**config.mk**
```make
export PLATFORM = sky130hd
export DESIGN_NAME = sf_sqrt_cell
export DESIGN_NICKNAME = d
export VERILOG_FILES = /design/src/sf_pkg.sv /design/src/sf_sqrt_cell.sv
export SDC_FILE = /design/constraint.sdc
export NUM_CORES = 1
export LEC_CHECK = 0
export BUFFER_PORTS_ARGS = -buffer_cell sky130_fd_sc_hd__buf_2
export CAP_MARGIN = 30
export CORE_AREA = 2 2 229 231
export CTS_BUF_LIST = sky130_fd_sc_hd__clkbuf_8
export DETAILED_ROUTE_END_ITERATION = 12
export DIE_AREA = 0 0 231 233
export SETUP_SLACK_MARGIN = 0.02
export SLEW_MARGIN = 20
export SYNTH_ARGS = -nofsm -noshare
export SYNTH_HDL_FRONTEND = slang
export SYNTH_SLANG_ARGS = --single-unit
```
**constraint.sdc**
```tcl
create_clock -name clk -period 1.8 [get_ports clk]
set_clock_uncertainty 0.15 [all_clocks]
set_input_delay 0.36 -clock clk [delete_from_list [all_inputs] [get_ports clk]]
set_output_delay 0.36 -clock clk [all_outputs]
set_load 0.005 [all_outputs]
```
**src/sf_pkg.sv**
```systemverilog
// Package with shared widths and the data records that travel between the cells.
`timescale 1ns / 1ps

package sf_pkg;

	localparam int IDX_W = 12;
	localparam int POS_W = 32;
	localparam int DIF_W = 33;
	localparam int SQ_W = 67;
	localparam int ROOT_W = 33;
	localparam int DV_W = 49;
	localparam int LANES = 3;

	typedef struct packed {
		logic [IDX_W-1:0] first_index;
		logic [IDX_W-1:0] second_index;
		logic [LANES-1:0][DIF_W-1:0] ad;
		logic [LANES-1:0] dsign;
		logic [POS_W-1:0] stiff;
		logic [POS_W-1:0] rest;
	} sf_side_t;

	typedef struct packed {
		logic [SQ_W-1:0] r;
		logic [ROOT_W-1:0] root;
		sf_side_t side;
	} sf_sqrt_t;

	typedef struct packed {
		logic [IDX_W-1:0] first_index;
		logic [IDX_W-1:0] second_index;
		logic [LANES-1:0] neg;
		logic [LANES-1:0] sat;
		logic zero;
		logic [DV_W-1:0] dv;
		logic [LANES-1:0][DV_W-1:0] rem;
		logic [LANES-1:0][ROOT_W-1:0] lo;
	} sf_div_t;

endpackage

```
**src/sf_sqrt_cell.sv**
```systemverilog
// One bit cell of the pipelined integer square root.
`timescale 1ns / 1ps

module sf_sqrt_cell import sf_pkg::*; #(
	parameter int BIT = 0
) (
	input logic clk,
	input logic arst_n,
	input logic en,
	input logic in_valid,
	input sf_sqrt_t in_data,
	output logic out_valid,
	output sf_sqrt_t out_data
);

	localparam logic [SQ_W-1:0] ONE_SQ = SQ_W'(1) << (2 * BIT);
	localparam logic [ROOT_W-1:0] ONE_RT = ROOT_W'(1) << BIT;

	logic [SQ_W-1:0] trial;
	logic take;
	sf_sqrt_t nxt;
	logic valid_q;
	sf_sqrt_t data_q;

	always_comb begin
		trial = ({{(SQ_W-ROOT_W){1'b0}}, in_data.root} << (BIT + 1)) + ONE_SQ;
		take = (trial <= in_data.r);
		nxt = in_data;
		if (take) begin
			nxt.r = in_data.r - trial;
			nxt.root = in_data.root | ONE_RT;
		end
	end

	always_ff @(posedge clk or negedge arst_n) begin
		if (!arst_n) begin
			valid_q <= 1'b0;
		end else if (en) begin
			valid_q <= in_valid;
		end
	end

	always_ff @(posedge clk) begin
		if (en) begin
			data_q <= nxt;
		end
	end

	assign out_valid = valid_q;
	assign out_data = data_q;

endmodule

```
==> flow_summary.json, run 1 <==
{
  "status": "complete, but fails checks",
  "violations": "negative setup slack",
  "p_leak_nw": 9.88,
  "wl_per_cell_um": 21.1,
  "ant_nets": 0,
  "cp.depth": 12,
  "synth_top_flop_cell": "edfxtp_1",
  "cts.sinks": 291,
  "critPathLaunch": "in_data[283]",
  "core-area_sq_mm": 0.0511,
  "p_comb_frac": 0.206,
  "grt_max_degree": 57,
  "reg2reg_to": "out_valid",
  "cellPowerDensity_mw_per_mm2": 817,
  "cp_data_required_time_ps": 2040,
  "fillCellCount": 4638,
  "switching_share": 0.266,
  "rsz0062_at_grt": "yes",
  "synth_cells": 799,
  "worst_skew_pair.late_latency_ps": 610,
  "port_buffers": 584,
  "antenna_found_initial": 12,
  "setup.worst_path.end": "out_data[270]",
  "insertedDiodeCount": 0,
  "fmax_ghz": 0.386,
  "path_clk_slew_ps": 70,
  "cpMostUsedCell": "or4_4",
  "slew_violations": 0,
  "grt_overflow": 0,
  "finalHoldViolCount": 0,
  "numCtsBuffers": 51,
  "track_usage": 0.197,
  "yosysMostFrequentCell": "edfxtp_1",
  "crit_type": "input pin to flop",
  "die_y_um": 233,
  "finalPower_mw": 18.8,
  "drtIter0Drc": 617,
  "p_sw_mw": 4.99,
  "via_per_inst": 4.33,
  "num_rows": 83,
  "critical_path.max_stage_delay_ps": 520,
  "cts-root-buf": "clkbuf_8",
  "hold_depth": 4,
  "synth_fp_nets": 1128,
  "fin_crit_ps": 2590,
  "synth_edf_count": 290,
  "reg2reg_slack_ps": 910,
  "final.setup.worst_slack_ps": -792,
  "internal_power_mw": 13.8,
  "drc": 0,
  "cts_buffer_depth": 3,
  "syn_avg_cell_area_sq_um": 14.9,
  "utilization": 0.450,
  "start_util": 0.233,
  "setup_tns_ps": -46870,
  "fin_nets": 2261,
  "syn-cell-area_sq_mm": 0.0119,
  "timing.hold.ws_ps": 65.3,
  "dpl.hpwl_mm": 39.7,
  "final_cell_count_no_fill": 2652,
  "grt_pass1_vias": 12266,
  "worst_slew_pin_slew_ps": 418,
  "cp_num_buf_inv": 3,
  "period_share": 1.44,
  "crit_family": "simple AND/OR/NAND/NOR gates",
  "yosysTopAreaCellShare": 0.731,
  "seq_power_share": 0.445,
  "grt_pass1_wl_mm": 77.7,
  "synth_top_area_cell": "edfxtp_1",
  "reg2reg_from": "out_valid",
  "setup_viol": 68,
  "dieArea_sq_mm": 0.0538,
  "synth_warnings": 0,
  "ys_ff_latch": 291,
  "arrival_ps": 2830,
  "netlist_top_cells_area": "edfxtp_1 73%, ha_1 3.6%, xnor2_1 2.6%, nand2_1 2.3%, o21ai_0 2.2%",
  "cpMaxStageDelayCell": "or4_4",
  "async_flop_share": 0.00344,
  "vias": 11475,
  "drt-total-wl_mm": 55.9,
  "cap_viol_max_count": 0,
  "r2r_cells": 1,
  "cp-start-kind": "input pin",
  "ios": 585,
  "yosys-top-cells-count": "290 x edfxtp_1, 72 x nand2_1, 53 x o21ai_0, 42 x inv_1, 40 x a21oi_1",
  "post-place-ws_ps": -1600,
  "synthToLayoutAreaGrowth_pct": 93.0,
  "end_kind": "flop",
  "max_slew_margin": 0.719,
  "dr.pass1.iters": 5,
  "place_inst": 2232,
  "cp_cell_sequence": "buf_8 -> or4_4 -> or4_4 -> nor3_4 -> nand4_1 -> a31oi_4 -> o21a_4 -> buf_12 -> a2111oi_4 -> buf_4 -> and4_1 -> xor2_1",
  "fin_area_sq_mm": 0.0230,
  "synth.distinct_cells": 56,
  "cp_max_fo": 5,
  "p_clk_frac": 0.349,
  "routabilityCongestion": 0.848,
  "ys_seq_area_frac": 0.733,
  "drive_above_1_share": 0.541,
  "holdCritPathClass": "input pin to flop",
  "cts.htree.levels": 2,
  "cts_tree": "yes",
  "place_area_sq_mm": 0.0174,
  "die_w_um": 231,
  "vdd_drop_max_mv": 0.486
}
==> layout make-up <==
cell class	count	area, sq um	area share
multi-input combinational	444	4040	0.176
timing repair buffer	1102	8130	0.354
clock buffer	51	702	0.0305
tap	680	851	0.0370
clock inverter	42	359	0.0156
inverter	42	178	0.00773
sequential	291	8730	0.380
==> state kept, by name (all words and copies together) (netlist names) <==
| register | count |
|---|---|
| out_valid | 1 |
| out_data | 290 |
==> cell families (layout without fill, tap and decap cells) <==
family	after synthesis	after routing	synth area share
simple gates	193	193	0.0806
compound gates	152	152	0.0798
buf+inv	64	1237	0.0219
mux	2	2	0.00189
fa+ha+maj	35	35	0.0374
xor+xnor	62	62	0.0456
flops	291	291	0.733
==> worst min-delay path, stage by stage <==
cell and delay (ps):
buf_8 70, buf_4 90, buf_4 90, xnor2_1 110
==> how the worst min path moves through the flow <==
stage	from	to	slack (ps)
floorplan	arst_n	out_valid	-90
global placement	arst_n	out_valid	-10
detailed placement	arst_n	out_valid	-10
CTS	in_data[283]	out_data[283]	7
global route	in_data[283]	out_data[283]	20
finish	in_data[283]	out_data[283]	70
==> power groups by stage <==
stage / Combinational [mW] / Clock [mW] / Sequential [mW]
detailed placement: 2.91 / 0 / 8.47
CTS: 3.67 / 6.73 / 8.35
global placement: 2.90 / 0 / 8.47
floorplan: 0.869 / 0 / 8.55
global route: 4.14 / 7.04 / 8.40
finish: 3.88 / 6.55 / 8.35
==> cell usage in the layout, fill, tap and decap left out, types with 14 or more instances in the layout <==
cell	synthesis	routed
nor2_1	37	35
clkinv_1	0	14
buf_4	0	191
buf_12	0	14
inv_1	42	37
xor2_1	26	24
dlygate4sd3_1	0	291
nand2_1	72	41
buf_2	11	559
nand2_4	0	19
a21oi_1	40	25
xnor2_1	36	33
edfxtp_1	290	290
a21o_1	21	21
o21ai_2	0	30
ha_4	0	26
clkbuf_8	0	51
buf_6	1	28
==> what timing repair did <==
item                                    4_1_cts  5_1_grt
hold endpoints to repair                    296        0
gates cloned                                 11        3
hold buffers                                291        0
endpoints found under the setup margin       72       75
setup buffers                                20       10
pin swaps                                    53       43
resized for setup                           173       98
==> layer usage <==
metal  up-vias  track usage  share of wire
met2       482        0.352           0.51
met4        12       0.0800          0.042
li1       5285            -              -
met3       128       0.0547          0.076
met1      5568        0.221           0.37
met5         -            0         0.0015
No activity file was read; power rests on OpenSTA's default activity.
==> run 2: changes to the inputs <==
==> constraint.sdc (replaced) <==
create_clock -name clk -period 2.5 [get_ports clk]
set_clock_uncertainty 0.15 [all_clocks]
set_input_delay 0.5 -clock clk [delete_from_list [all_inputs] [get_ports clk]]
set_output_delay 0.5 -clock clk [all_outputs]
set_load 0.005 [all_outputs]
==> run 2 against run 1 <==
  * Critical path depth unchanged
  * Via count shrank 2.4%
  * The run still ends with negative setup slack left
  * Total power is 28% lower
  * Clock power shrank 28%
  * Sequential share of layout area increased by 0.87 points
  * Highest routed layer unchanged
==> flow_summary.json, run 2 (synthesized netlist as in run 1, its figures left out) <==
{
  "setup_tns_ps": -10250,
  "vias": 11194,
  "finalHoldViolCount": 0,
  "grt_pass1_vias": 11762,
  "reg2reg_slack_ps": 1600,
  "min_to": "out_data[254]",
  "mostFrequentLayoutCells": "558 x buf_2, 290 x edfxtp_1, 238 x dlygate4sd3_1, 187 x buf_4, 52 x clkbuf_8",
  "fmax_ghz": 0.364,
  "cap_viol_max_count": 0,
  "port_buffers": 584,
  "hp-start": "in_data[254]",
  "routabilityCongestion": 0.863,
  "reg2reg_from": "out_valid",
  "setup_viol": 65,
  "track_usage": 0.193,
  "drc": 0,
  "cp-start-kind": "input pin",
  "path_clk_slew_ps": 60,
  "violations": "negative setup slack",
  "grt_max_degree": 69,
  "cts_tree": "yes",
  "cpMaxStageDelayCell": "or4_4",
  "regArea_sq_mm": 0.00873,
  "max_slew_margin": 0.716,
  "cts_buffer_depth": 3,
  "grt_overflow": 0,
  "fillCellCount": 4713,
  "wl_per_cell_um": 21.0,
  "r2r_cells": 1,
  "vdd_drop_max_mv": 0.345,
  "dpl.hpwl_mm": 39.5,
  "ios": 585,
  "fin_nets": 2210,
  "die_w_um": 231,
  "fin_crit_ps": 2740,
  "rsz0062_at_grt": "yes",
  "arrival_ps": 2970,
  "holdCritPathClass": "input pin to flop",
  "cellPowerDensity_mw_per_mm2": 598,
  "synthToLayoutAreaGrowth_pct": 88.7,
  "crit_type": "input pin to flop",
  "end_kind": "flop",
  "dieArea_sq_mm": 0.0538,
  "final_common_cell": "buf_2",
  "final.setup.worst_slack_ps": -244,
  "largest_register_ffs": 290,
  "cp_max_fo": 4,
  "cp_cell_sequence": "buf_6 -> or4_4 -> or4_4 -> nor3_4 -> nand4_1 -> a31oi_4 -> buf_6 -> o21ai_4 -> o211a_4 -> buf_12 -> buf_16 -> a22o_1",
  "start_util": 0.233,
  "hold_depth": 3,
  "crit_family": "simple AND/OR/NAND/NOR gates",
  "critical_path.max_stage_delay_ps": 520,
  "post-place-ws_ps": -1100,
  "period_share": 1.10,
  "die_y_um": 233,
  "drt-total-wl_mm": 54.8,
  "grt_pass1_wl_mm": 75.7,
  "via_per_inst": 4.29,
  "num_rows": 83,
  "reg2reg_to": "out_valid",
  "drtIter0Drc": 561,
  "multi_input_area_sq_mm": 0.00404,
  "worst_skew_pair.late_latency_ps": 610,
  "worst_slew_pin_slew_ps": 421,
  "antenna_found_initial": 15,
  "cts.sinks": 291,
  "ant_nets": 0,
  "numCtsBuffers": 52,
  "slew_violations": 0,
  "cp_num_buf_inv": 4,
  "critPathLaunch": "in_data[283]",
  "cts-root-buf": "clkbuf_8",
  "core-area_sq_mm": 0.0511,
  "p_leak_nw": 9.60,
  "drive_above_1_share": 0.555,
  "dr.pass1.iters": 5,
  "cts.htree.levels": 2,
  "cp_data_required_time_ps": 2720,
  "status": "complete, but fails checks"
}
## run 2: worst max-delay path by stage
stage / cells past startpoint / endpoint / slack [ps]
after floorplan: 10 / out_data[270] / -500
after global placement: 14 / out_data[276] / -1050
after detailed placement: 13 / out_data[270] / -1100
after CTS: 16 / out_data[283] / -240
after global routing: 14 / out_data[280] / -280
final: 12 / out_data[279] / -240
## run 2: power breakdown
group,switching [mW],internal [mW]
Clock,2.11,2.58
Sequential,0.129,5.88
Combinational,1.29,1.47
Total,3.53,9.93
## run 2: cell type report
type | count | share of cell area
sequential | 291 | 0.388
timing repair buffer | 1050 | 0.337
multi-input combinational | 444 | 0.180
tap | 680 | 0.0378
clock buffer | 52 | 0.0318
clock inverter | 44 | 0.0161
inverter | 42 | 0.00801
antenna | 5 | 0.000557
## run 2: layer usage
layer	vias up	part of all wire	track usage
li1	5188	-	-
met1	5399	0.37	0.210
met2	464	0.50	0.337
met3	133	0.078	0.0640
met5	-	0.0011	0
met4	10	0.048	0.0952
## run 2: worst min-delay path: stages
cell	delay [ps]
buf_2	100
nand2_2	50
o21ai_2	40
## run 2: through the flow
stage	hold slack, ps	instance area [sq um]	cells	power (mW)	utilization
4_1_cts	1.86	22000	2594	13.5	0.431
2_1_floorplan	54.4	12300	799	6.78	-
3_5_place_dp	133	17400	2227	8.19	0.340
5_1_grt	1.79	22500	2607	14.0	0.440
6_report	48.3	22500	2608	13.5	0.440
3_3_place_gp	127	17400	2227	8.18	0.340
## run 2: what timing repair did
action | 4_1_cts | 5_1_grt
hold buffers | 238 | 0
buffers inserted | 23 | 20
pin swaps | 53 | 60
setup endpoints to repair | 67 | 68
hold endpoints to repair | 237 | 0
gates cloned | 11 | 2
gates resized for setup | 165 | 121
