==> config.mk <==
export PLATFORM = sky130hd
export DESIGN_NAME = sf_div_cell
export DESIGN_NICKNAME = d
export VERILOG_FILES = /design/src/sf_pkg.sv /design/src/sf_div_cell.sv
export SDC_FILE = /design/constraint.sdc
export NUM_CORES = 1
export LEC_CHECK = 0
export ABC_CLOCK_PERIOD_IN_PS = 850
export BUFFER_PORTS_ARGS = -buffer_cell sky130_fd_sc_hd__buf_2
export CORE_AREA = 2 2 256 258
export DETAILED_ROUTE_END_ITERATION = 8
export DIE_AREA = 0 0 258 260
export GPL_TIMING_DRIVEN = 0
export REMOVE_ABC_BUFFERS = 1
export SYNTH_ARGS = -nofsm -noshare
export SYNTH_HDL_FRONTEND = slang
export SYNTH_SLANG_ARGS = --single-unit
==> constraint.sdc <==
create_clock -name clk -period 0.85 [get_ports clk]
set_clock_uncertainty 0.05 [all_clocks]
set_input_delay 0.0425 -clock clk [delete_from_list [all_inputs] [get_ports clk]]
set_output_delay 0.0425 -clock clk [all_outputs]
set_load 0.05 [all_outputs]
==> src/sf_pkg.sv <==
// Package with shared widths and the data records that travel between the cells.
`timescale 1ns / 1ps

package sf_pkg;

	localparam int IDX_W = 12;
	localparam int POS_W = 32;
	localparam int DIF_W = 33;
	localparam int SQ_W = 67;
	localparam int ROOT_W = 33;
	localparam int DV_W = 49;
	localparam int LANES = 3;

	typedef struct packed {
		logic [IDX_W-1:0] first_index;
		logic [IDX_W-1:0] second_index;
		logic [LANES-1:0][DIF_W-1:0] ad;
		logic [LANES-1:0] dsign;
		logic [POS_W-1:0] stiff;
		logic [POS_W-1:0] rest;
	} sf_side_t;

	typedef struct packed {
		logic [SQ_W-1:0] r;
		logic [ROOT_W-1:0] root;
		sf_side_t side;
	} sf_sqrt_t;

	typedef struct packed {
		logic [IDX_W-1:0] first_index;
		logic [IDX_W-1:0] second_index;
		logic [LANES-1:0] neg;
		logic [LANES-1:0] sat;
		logic zero;
		logic [DV_W-1:0] dv;
		logic [LANES-1:0][DV_W-1:0] rem;
		logic [LANES-1:0][ROOT_W-1:0] lo;
	} sf_div_t;

endpackage

==> src/sf_div_cell.sv <==
// One quotient bit cell of the restoring divider, three lanes side by side.
`timescale 1ns / 1ps

module sf_div_cell import sf_pkg::*; (
	input logic clk,
	input logic arst_n,
	input logic en,
	input logic in_valid,
	input sf_div_t in_data,
	output logic out_valid,
	output sf_div_t out_data
);

	logic [DV_W:0] r2 [LANES];
	logic [DV_W:0] diff [LANES];
	logic take [LANES];
	sf_div_t nxt;
	logic valid_q;
	sf_div_t data_q;

	always_comb begin
		nxt = in_data;
		for (int i = 0; i < LANES; i++) begin
			r2[i] = {in_data.rem[i], in_data.lo[i][ROOT_W-1]};
			diff[i] = r2[i] - {1'b0, in_data.dv};
			take[i] = (r2[i] >= {1'b0, in_data.dv});
			nxt.rem[i] = take[i] ? diff[i][DV_W-1:0] : r2[i][DV_W-1:0];
			nxt.lo[i] = {in_data.lo[i][ROOT_W-2:0], take[i]};
		end
	end

	always_ff @(posedge clk or negedge arst_n) begin
		if (!arst_n) begin
			valid_q <= 1'b0;
		end else if (en) begin
			valid_q <= in_valid;
		end
	end

	always_ff @(posedge clk) begin
		if (en) begin
			data_q <= nxt;
		end
	end

	assign out_valid = valid_q;
	assign out_data = data_q;

endmodule

==> metrics, run 1 <==
Critical Path End Type=flip-flop; Gate Count Post-Synth=1892; Synth Area in Adders=9.54%; Worst-Skew Late Latency=0.57 ns; Die Span Y=260 um; htree depth=2; synth unique cells=86; WS Path Type=in2reg; Clock Sinks=327; # placed instances=3347; status=finished with violations; clk root buf=clkbuf_16; mux cell area share after synthesis=0.968%; Async SR Flop Fraction=0.306%; GRT Resource Usage Total=27.3%; Avg Cell Area, Syn=10.5 um2; Yosys reg bits=327; Top-Level Pins=657; # DRC=0; setup ws final=-2.15 ns; Mapped Area=19900 um2; Slew Viols, Final=0; R2R setup slack=0.03 ns; post-synthesis compound-gate area fraction=19.9%; # nets final=3468; Area Growth Syn to Fin=71.5%; largest net degree at the start of global routing=66; crit share post-route=353%; startpoint types=input port; worst slew pin tran=1.02 ns; WHS=-0.344 ns; crit path max fanout=6; Clock Path Buffers=3; drt initial violations=1410; initial antenna violation count=27; power density over cell area=1930 nW/um2; unrepaired setup endpoints after global routing=yes; vias in the first global route=20732; number of synthesized flops with an enable pin=326; Static Leak=14.2 nW; share of the yosys chip area belonging to registers=49.3%; largest family of logic cells by synthesized area=compound AO/OA/AOI/OAI gates; CTS tree=done; Post-DP HPWL=65600 um; Overflow after GRT=0; global-route wire length before repair=135000 um; Die Wd=258 um; Design Power=66.0 mW; Yosys top cell area share=49.2%; failing checks=negative hold slack, negative setup slack; Non-Filler Instances=3893; XOR/XNOR share of the synthesized area=5.54%; final design utilization=53.3%; clock slew at reported path FFs=0.06 ns; area leader, netlist=edfxtp_1; Tmin final=3.00 ns; commonest cells after routing, fill and taps aside=344 x buf_6, 326 x edfxtp_1, 323 x buf_2; vias per cell=5.29; hold crit path type=in2reg; post-route ant nets=0; vias=20612; Initial Utilization=31.0%; total die area=67100 um2; Final Hold Viols=104; worst vdd ir=1.42 mV; final WL=97700 um; TritonCTS buffer count=41; fillers=5375; WP data required=1.13 ns; Synth Flop Type=edfxtp_1; core area=64100 um2; Initial DRT Pass Iterations=5; CP Data Arrival Time=3.28 ns; maximum capacitance violations=0; Routability Congestion=0.897; Max-slew headroom=32.1%; Port Buf Inserts=656; row count=93; DR WL/cell=25.1 um; warnings from Yosys=0; simple-gate area share of the yosys netlist=11.6%; setup violators final=477; layout cells sized above 1=37.3%; most common cell after layout, fill and taps aside=buf_6; Max Fclk=334 MHz; ranking of synthesized cells by area=edfxtp_1 49%, ha_1 9.2%, a21oi_1 5.9%
[metrics by stage]
| step | setup WS (ns) | cell area (um2) | setup TNS [ns] |
|---|---|---|---|
| after floorplan | -3.97 | 19600 | -457.77 |
| after global placement | -5.86 | 24000 | -2351.66 |
| after detailed placement | -4.12 | 24100 | -730.06 |
| after CTS | -2.25 | 32600 | -430.85 |
| after global routing | -2.22 | 34100 | -446.86 |
| final | -2.15 | 34100 | -424.10 |
[cells in the mapped netlist, drive strengths merged, types with 3 or more instances]
cell type / count
o21bai: 27
nor4: 4
a31oi: 17
o211ai: 13
a311o: 3
nand3: 36
buf: 24
a21o: 89
mux2: 15
nor2b: 16
o31a: 3
a311oi: 3
nand4: 31
or2: 8
and3: 19
a41oi: 7
o21a: 19
a21oi: 238
o31ai: 13
nand2: 171
a211o: 4
nor2: 129
a211oi: 14
a221oi: 3
a2111oi: 3
clkbuf: 36
ha: 147
fa: 3
nor3: 23
or3: 9
edfxtp: 326
o41ai: 5
xor2: 48
o21ai: 132
o221ai: 4
a21boi: 10
nor3b: 3
and2: 17
inv: 88
o22ai: 3
o2111ai: 3
xnor2: 78
nand2b: 20
[what timing repair did]
action,4_1_cts,5_1_grt
setup endpoints to repair,706,478
endpoints found under the hold margin,423,109
cloned,29,6
pin swaps,57,73
resized for setup,882,228
buffers inserted,56,43
hold buffers,315,6
[critical path, cell delays in order]
cell and delay [ns]:
buf_8 0.08, clkinvlp_4 0.18, fa_2 0.42, a211o_1 0.28, a21oi_2 0.19, a211oi_2 0.13, o2111ai_2 0.32, o211ai_4 0.14
a2111o_1 0.41, a21o_4 0.23, a31oi_4 0.20, clkbuf_16 0.20, buf_16 0.13, mux2_4 0.30
[registers in the layout, summed over array words and instances, names as in the netlist]
signal,flops
out_data,326
out_valid,1
[worst paths after layout]
check                                  start            end  cells after the start
worst max-delay path            in_data[247]  out_data[149]                     14
worst min-delay path            in_data[246]  out_data[246]                      1
worst max register to register     out_valid      out_valid                      1
worst min register to register     out_valid      out_valid                      1
max in group asynchronous             arst_n      out_valid                      3
min in group asynchronous             arst_n      out_valid                      3
[area by class of cell]
cell class / instances / area [um2] / share of cell area (%)
timing repair inverter: 6 / 125 / 0.366
timing repair buffer: 1090 / 10000 / 29.4
antenna: 20 / 50.0 / 0.147
clock buffer: 50 / 1080 / 3.17
clock inverter: 23 / 324 / 0.949
multi-input combinational: 1434 / 11200 / 32.9
tap: 855 / 1070 / 3.13
inverter: 88 / 410 / 1.20
sequential: 327 / 9810 / 28.7
[logic make-up (layout without fill, tap and decap cells)]
| family | after synthesis | after routing |
|---|---|---|
| multiplexers | 17 | 17 |
| flip-flops | 327 | 327 |
| AO/OA/AOI/OAI | 629 | 646 |
| other | 0 | 20 |
| AND/OR/NAND/NOR | 495 | 495 |
| adder cells (fa/ha/maj) | 150 | 150 |
| buffers and inverters | 148 | 1257 |
| XOR/XNOR | 126 | 126 |
[routing by layer]
metal,vias up,part of all wire (%),global-route usage (%)
met4,8,5.3,13.1
met5,-,0.050,0
met2,916,50,47.8
met1,10086,38,31.4
li1,9380,-,-
met3,222,7.3,6.21
[where the power goes]
group | total, mW | switching [mW] | internal (mW)
clock | 18.7 | 7.44 | 11.2
sequential | 21.2 | 1.02 | 20.2
combinational | 26.1 | 15.9 | 10.2
No activity file was read; power rests on OpenSTA's default activity.
==> inputs of run 2 (changes only) <==
--- a/config.mk
+++ b/config.mk
@@ -7,11 +7,15 @@
 export LEC_CHECK = 0
 export ABC_CLOCK_PERIOD_IN_PS = 850
 export BUFFER_PORTS_ARGS = -buffer_cell sky130_fd_sc_hd__buf_2
-export CORE_AREA = 2 2 256 258
+export CELL_PAD_IN_SITES_DETAIL_PLACEMENT = 1
+export CELL_PAD_IN_SITES_GLOBAL_PLACEMENT = 2
+export CORE_ASPECT_RATIO = 0.7
+export CORE_UTILIZATION = 31
 export DETAILED_ROUTE_END_ITERATION = 8
-export DIE_AREA = 0 0 258 260
 export GPL_TIMING_DRIVEN = 0
+export PLACE_DENSITY_LB_ADDON = 0.1
 export REMOVE_ABC_BUFFERS = 1
 export SYNTH_ARGS = -nofsm -noshare
 export SYNTH_HDL_FRONTEND = slang
 export SYNTH_SLANG_ARGS = --single-unit
+export TNS_END_PERCENT = 50
==> run 2 against run 1 <==
The run still ends with negative hold slack, negative setup slack left. Final cell count shrank 2.2%. Largest power group unchanged. First-iteration DRC count shrank 2.5%. Die area shrank 2.7%. Critical path depth is the same. Non-clock buffer count shrank 32.
==> metrics, run 2 (synthesis results as in run 1) <==
global-route wire length before repair=129000 um (was 135000 um); vias per cell=5.22 (was 5.29); Max Fclk=325 MHz (was 334 MHz); worst vdd ir=1.03 mV (was 1.42 mV); worst r2r src=out_valid (unchanged); startpoint types=input port (unchanged); sequential share of power=34.1% (was 32.1%); Design Power=60.6 mW (was 66.0 mW); Logic pwr share=37.9% (was 39.6%); Top-Level Pins=657 (unchanged); CP startpoint=in_data[266] (was in_data[247]); vias=19854 (was 20612); clk root buf=clkbuf_16 (unchanged); Tmin final=3.08 ns (was 3.00 ns); initial antenna violation count=13 (was 27); met3 GRT Util=3.88% (was 6.21%); internal power=37.7 mW (was 41.6 mW); setup ws final=-2.23 ns (was -2.15 ns); Overflow after GRT=0 (unchanged); Worst-Skew Late Latency=0.54 ns (was 0.57 ns); Die Wd=305 um (was 258 um); Critical Path End Type=flip-flop (unchanged); Area Growth Syn to Fin=55.8% (was 71.5%); multi-input logic area=10900 um2 (was 11200 um2); grt met2 use=42.8% (was 47.8%); core area=63300 um2 (was 64100 um2); CTS tree=done (unchanged); worst slew pin tran=0.949 ns (was 1.02 ns); Initial Utilization=31.4% (was 31.0%); crit path max fanout=10 (was 6); Worst Hold Launch=in_data[246] (unchanged); # nets final=3429 (was 3468); clock power share=28.0% (was 28.3%); clock slew at reported path FFs=0.06 ns (about the same); largest net degree at the start of global routing=128 (was 66); commonest cells after routing, fill and taps aside=637 x buf_2, 326 x edfxtp_1, 321 x dlygate4sd3_1 (was 344 x buf_6, 326 x edfxtp_1, 323 x buf_2); Routability Congestion=0.889 (was 0.897); Non-Filler Instances=3807 (was 3893); DR WL/cell=24.4 um (was 25.1 um); Net Switching=22.9 mW (was 24.4 mW); Post-DP HPWL=64200 um (was 65600 um); power density over cell area=1950 nW/um2 (was 1930 nW/um2); met1 usage=36.0% (was 31.4%); status=finished with violations (unchanged); sw frac=37.8% (was 37.0%); # DRC=0 (unchanged); failing checks=negative hold slack, negative setup slack (unchanged); total die area=65200 um2 (was 67100 um2); Port Buf Inserts=656 (unchanged); final WL=92800 um (was 97700 um); vias in the first global route=19720 (was 20732); Most Used Layer, Global Route=met2 (unchanged); Final Hold Viols=7 (was 104); Clock Sinks=327 (unchanged); Clock Path Buffers=3 (unchanged); crit share post-route=362% (was 353%); # placed instances=3321 (was 3347); TritonCTS buffer count=37 (was 41); htree depth=2 (unchanged); GRT Resource Usage Total=26.1% (was 27.3%); unrepaired setup endpoints after global routing=yes (unchanged); max reg flops=326 (unchanged); most common cell after layout, fill and taps aside=buf_2 (was buf_6); CP Data Arrival Time=3.38 ns (was 3.28 ns); hold crit path type=in2reg (unchanged); WS Path Type=in2reg (unchanged); Static Leak=13.0 nW (was 14.2 nW); drt initial violations=1375 (was 1410); WP data required=1.16 ns (was 1.13 ns); Initial DRT Pass Iterations=5 (unchanged); row count=77 (was 93); setup violators final=705 (was 477); layout cells sized above 1=35.2% (was 37.3%); Register Area=9810 um2 (unchanged); Max-slew headroom=36.6% (was 32.1%); fillers=7067 (was 5375); Die Span Y=214 um (was 260 um); Slew Viols, Final=0 (unchanged); WHS=-0.331 ns (was -0.344 ns); post-route ant nets=0 (unchanged); maximum capacitance violations=0 (unchanged)
[run 2: layer usage]
metal / up-vias / share of wire [%]
met3: 129 / 4.3
li1: 9257 / -
met2: 552 / 47
met5: - / 0.078
met4: 10 / 2.5
met1: 9906 / 46
[run 2: worst max-delay path, cell delays in order]
cell and delay [ns]:
buf_2 0.12, inv_1 0.21, ha_1 0.53, nand2_1 0.11, or2_2 0.36, nor3_2 0.33, inv_1 0.13, o211ai_4 0.26
a2111o_1 0.23, a21o_4 0.15, a31oi_4 0.12, buf_12 0.21, clkbuf_16 0.18, o41ai_1 0.37
[run 2: worst paths after layout]
kind	endpoint	slack (ns)	depth (start not counted)
min in group asynchronous	out_valid	0.30	3
max in group asynchronous	out_valid	0.34	3
worst max-delay path	out_data[196]	-2.23	14
worst min-delay path	out_data[246]	-0.33	1
worst max register to register	out_valid	0.02	1
worst min register to register	out_valid	0.51	1
[run 2: power groups by stage]
stage          logic [mW]  clock network (mW)  registers, mW
2_1_floorplan        6.60                   0           27.4
3_3_place_gp         18.7                   0           21.0
3_5_place_dp         18.9                   0           20.9
4_1_cts              20.8                17.4           20.6
5_1_grt              24.2                18.0           20.8
6_report             23.0                17.0           20.6
[run 2: cell type report]
cell class	count	share of cell area, %
multi-input cells	1433	35.1
flip-flops and latches	327	31.6
repair buffers	1058	24.3
well taps	829	3.34
clock buffers	47	3.17
inverters	88	1.35
clock inverters	15	0.774
repair inverters	4	0.182
diodes	6	0.0484
[run 2: metrics by stage]
| stage | worst slack [ns] | TNS, ns | util [%] | hold slack (ns) | instance area [um2] |
|---|---|---|---|---|---|
| finish | -2.23 | -488.27 | 49.0 | -0.331 | 31000 |
| global route | -2.27 | -527.04 | 49.0 | -0.350 | 31000 |
| CTS | -2.25 | -509.90 | 45.9 | -0.325 | 29000 |
| detailed placement | -4.22 | -728.61 | 38.0 | -0.217 | 24100 |
| global placement | -6.30 | -2389.11 | 37.8 | -0.222 | 23900 |
| floorplan | -3.97 | -457.77 | - | -0.303 | 19600 |
[run 2: repair_timing]
| item | in CTS | in global routing |
|---|---|---|
| resized for setup | 79 | 302 |
| hold buffers | 319 | 2 |
| cloned | 8 | 18 |
| setup buffers | 13 | 59 |
| pin swaps | 9 | 58 |
| endpoints found under the hold margin | 325 | 7 |
| setup endpoints to repair | 705 | 705 |
==> inputs of run 3 (changes only) <==
--- a/config.mk
+++ b/config.mk
@@ -5,12 +5,13 @@
 export SDC_FILE = /design/constraint.sdc
 export NUM_CORES = 1
 export LEC_CHECK = 0
-export ABC_CLOCK_PERIOD_IN_PS = 850
+export ABC_AREA = 0
+export ABC_CLOCK_PERIOD_IN_PS = 3900
 export BUFFER_PORTS_ARGS = -buffer_cell sky130_fd_sc_hd__buf_2
 export CELL_PAD_IN_SITES_DETAIL_PLACEMENT = 1
 export CELL_PAD_IN_SITES_GLOBAL_PLACEMENT = 2
 export CORE_ASPECT_RATIO = 0.7
-export CORE_UTILIZATION = 31
+export CORE_UTILIZATION = 34
 export DETAILED_ROUTE_END_ITERATION = 8
 export GPL_TIMING_DRIVEN = 0
 export PLACE_DENSITY_LB_ADDON = 0.1
==> constraint.sdc (replaced) <==
create_clock -name clk -period 3.9 [get_ports clk]
set_clock_uncertainty 0.05 [all_clocks]
set_input_delay 0.195 -clock clk [delete_from_list [all_inputs] [get_ports clk]]
set_output_delay 0.195 -clock clk [all_outputs]
set_load 0.05 [all_outputs]
==> run 3 against run 2 <==
The run now ends clean. Register-to-register slack improved by 3.1 ns. First-iteration DRC count down 14%. Final area is 8.2% lower. Utilization is 0.74 points higher. Non-clock buffer count is 77 lower. Via count is 3.3% lower. Die area shrank 8.8%. Critical path depth down 1. Wire length shrank 7.8%. Sequential cell count unchanged. Critical endpoint is now out_data[216]. Largest cell class is now flip-flops and latches.
==> metrics, run 3 (synthesis results as in run 1) <==
Die Span Y=204 um (was 214 um); clk root buf=clkbuf_16 (unchanged); Critical Path End Type=flip-flop (unchanged); top cell family by delay on the critical path=compound AO/OA/AOI/OAI gates (unchanged); Max stage delay on crit path=0.50 ns (was 0.53 ns); Clock Path Buffers=3 (unchanged); hold crit path type=in2reg (unchanged); unrepaired setup endpoints after global routing=yes (unchanged); clock slew at reported path FFs=0.06 ns (about the same); Placed Area=24000 um2 (was 24100 um2); GRT Resource Usage Total=27.2% (was 26.1%); post-route ant nets=0 (unchanged); hold depth=3 (was 1); final design utilization=49.7% (was 49.0%); drt initial violations=1184 (was 1375); fillers=6462 (was 7067); Static Leak=12.3 nW (was 13.0 nW); row count=73 (was 77); crit share post-route=99.5%; Critical path buffers and inverters=3 (was 5); TritonCTS buffer count=37 (unchanged); max reg flops=326 (unchanged); Clock Sinks=327 (unchanged); final WL=85600 um (was 92800 um); maximum capacitance violations=0 (unchanged); Slew Viols, Final=0 (unchanged); WP data required=4.18 ns (was 1.16 ns); Post-DP HPWL=62900 um (was 64200 um); post-CTS setup buffers=0 (was 13); # placed instances=3242 (was 3321); CTS tree=done (unchanged); CP Data Arrival Time=4.16 ns (was 3.38 ns); post-route setup TNS=0 ns (was -488.27 ns); Non-Filler Instances=3638 (was 3807); DR WL/cell=23.5 um (was 24.4 um); Routability Congestion=0.895 (was 0.889); layout cells sized above 1=26.3% (was 35.2%); WS Path Type=in2reg (unchanged); setup ws final=0.0212 ns (was -2.23 ns); Top-Level Pins=657 (unchanged); Overflow after GRT=0 (unchanged); pre-CTS setup slack=-1.25 ns (was -4.22 ns); worst slew pin tran=0.920 ns (was 0.949 ns); initial antenna violation count=13 (unchanged); Port Buf Inserts=656 (unchanged); most common cell after layout, fill and taps aside=buf_2 (unchanged); power density over cell area=441 nW/um2 (was 1950 nW/um2); # nets final=3336 (was 3429); Crit path depth=13 (was 14); Max Fclk=258 MHz; Design Power=12.6 mW (was 60.6 mW); fin area=28500 um2 (was 31000 um2); crit path max fanout=60 (was 10); Final Hold Viols=0 (was 7); worst path cell trace=buf_2 > inv_1 > ha_1 > a21oi_1 > o21ai_0 > a31oi_1 > o21bai_1 > a221oi_1 > o221ai_2 > o221ai_2 > o21ba_4 > inv_8 > a21oi_1 (was buf_2 > inv_1 > ha_1 > nand2_1 > or2_2 > nor3_2 > inv_1 > o211ai_4 > a2111o_1 > a21o_4 > a31oi_4 > buf_12 > clkbuf_16 > o41ai_1); global-route wire length before repair=122000 um (was 129000 um); setup violators final=0 (was 705); Initial DRT Pass Iterations=7 (was 5); largest net degree at the start of global routing=128 (unchanged); WHS=0.0642 ns (was -0.331 ns); total die area=59500 um2 (was 65200 um2); Max-slew headroom=38.7% (was 36.6%); Area Growth Syn to Fin=43.1% (was 55.8%); Worst-Skew Late Latency=0.55 ns (was 0.54 ns); Die Wd=291 um (was 305 um); vias per cell=5.28 (was 5.22); startpoint types=input port (unchanged); Initial Utilization=34.8% (was 31.4%); Worst R2R Path Depth=1 (unchanged); commonest cells after routing, fill and taps aside=655 x buf_2, 326 x edfxtp_1, 321 x dlygate4sd3_1 (was 637 x buf_2, 326 x edfxtp_1, 321 x dlygate4sd3_1); worst vdd ir=0.326 mV (was 1.03 mV); # DRC=0 (unchanged); core area=57300 um2 (was 63300 um2); CP max stage cell=o21ba_4 (was ha_1); vias=19194 (was 19854); status=finished clean (was finished with violations); Tmin final=3.88 ns; htree depth=2 (unchanged); vias in the first global route=19575 (was 19720)
run 3: cell types whose count changed in the layout (fill, tap and decap cells not counted), moves of 19 or more:
cell / before / now
buf_6: 31 / 0
ha_1: 105 / 147
ha_4: 22 / 0
o21ai_2: 22 / 0
ha_2: 20 / 0
o21ai_0: 81 / 122
nor2_1: 106 / 129
clkinvlp_4: 21 / 2
nand2_1: 151 / 170
a21oi_2: 25 / 4
buf_4: 49 / 0
a21oi_1: 208 / 234
inv_1: 64 / 86
run 3: layout make-up:
| cell class | count | area (um2) | share of cell area, % |
|---|---|---|---|
| Clock buffer | 47 | 995 | 3.49 |
| Antenna cell | 4 | 10.0 | 0.0351 |
| Tap cell | 750 | 938 | 3.29 |
| Inverter | 88 | 338 | 1.19 |
| Timing Repair Buffer | 981 | 6600 | 23.2 |
| Sequential cell | 327 | 9810 | 34.4 |
| Multi-Input combinational cell | 1421 | 9580 | 33.6 |
| Clock inverter | 20 | 210 | 0.738 |
run 3: repair_timing:
| item | 4_1_cts | 5_1_grt |
|---|---|---|
| gates cloned | 0 | 4 |
| endpoints found under the setup margin | 32 | 67 |
| pin swaps | 0 | 3 |
| hold endpoints to repair | 320 | 0 |
| resized for setup | 2 | 10 |
| hold buffers | 321 | 0 |
run 3: metal layers:
layer,GRT usage [%],share of wire (%)
met1,37.5,46
met2,44.4,47
met3,4.65,5.3
met4,6.80,2.1
met5,0,0.085
run 3: worst min-delay path: stages:
cell	delay, ns
buf_2	0.09
o22ai_1	0.08
a31oi_1	0.17
run 3: power by group:
part | internal (mW) | leakage [nW] | switching, mW | total (mW)
logic | 1.35 | 8.53 | 3.11 | 4.46
registers | 4.38 | 3.20 | 0.123 | 4.50
clock network | 2.03 | 0.583 | 1.56 | 3.60
run 3: path summary, 6_finish.rpt:
| check | start | end | slack, ns |
|---|---|---|---|
| min in group asynchronous | arst_n | out_valid | 0.41 |
| max in group asynchronous | arst_n | out_valid | 3.29 |
| hold reg to reg | out_valid | out_valid | 0.49 |
| hold / removal | in_data[144] | out_data[145] | 0.06 |
| setup reg to reg | out_valid | out_valid | 3.09 |
| setup / recovery | in_data[267] | out_data[216] | 0.02 |
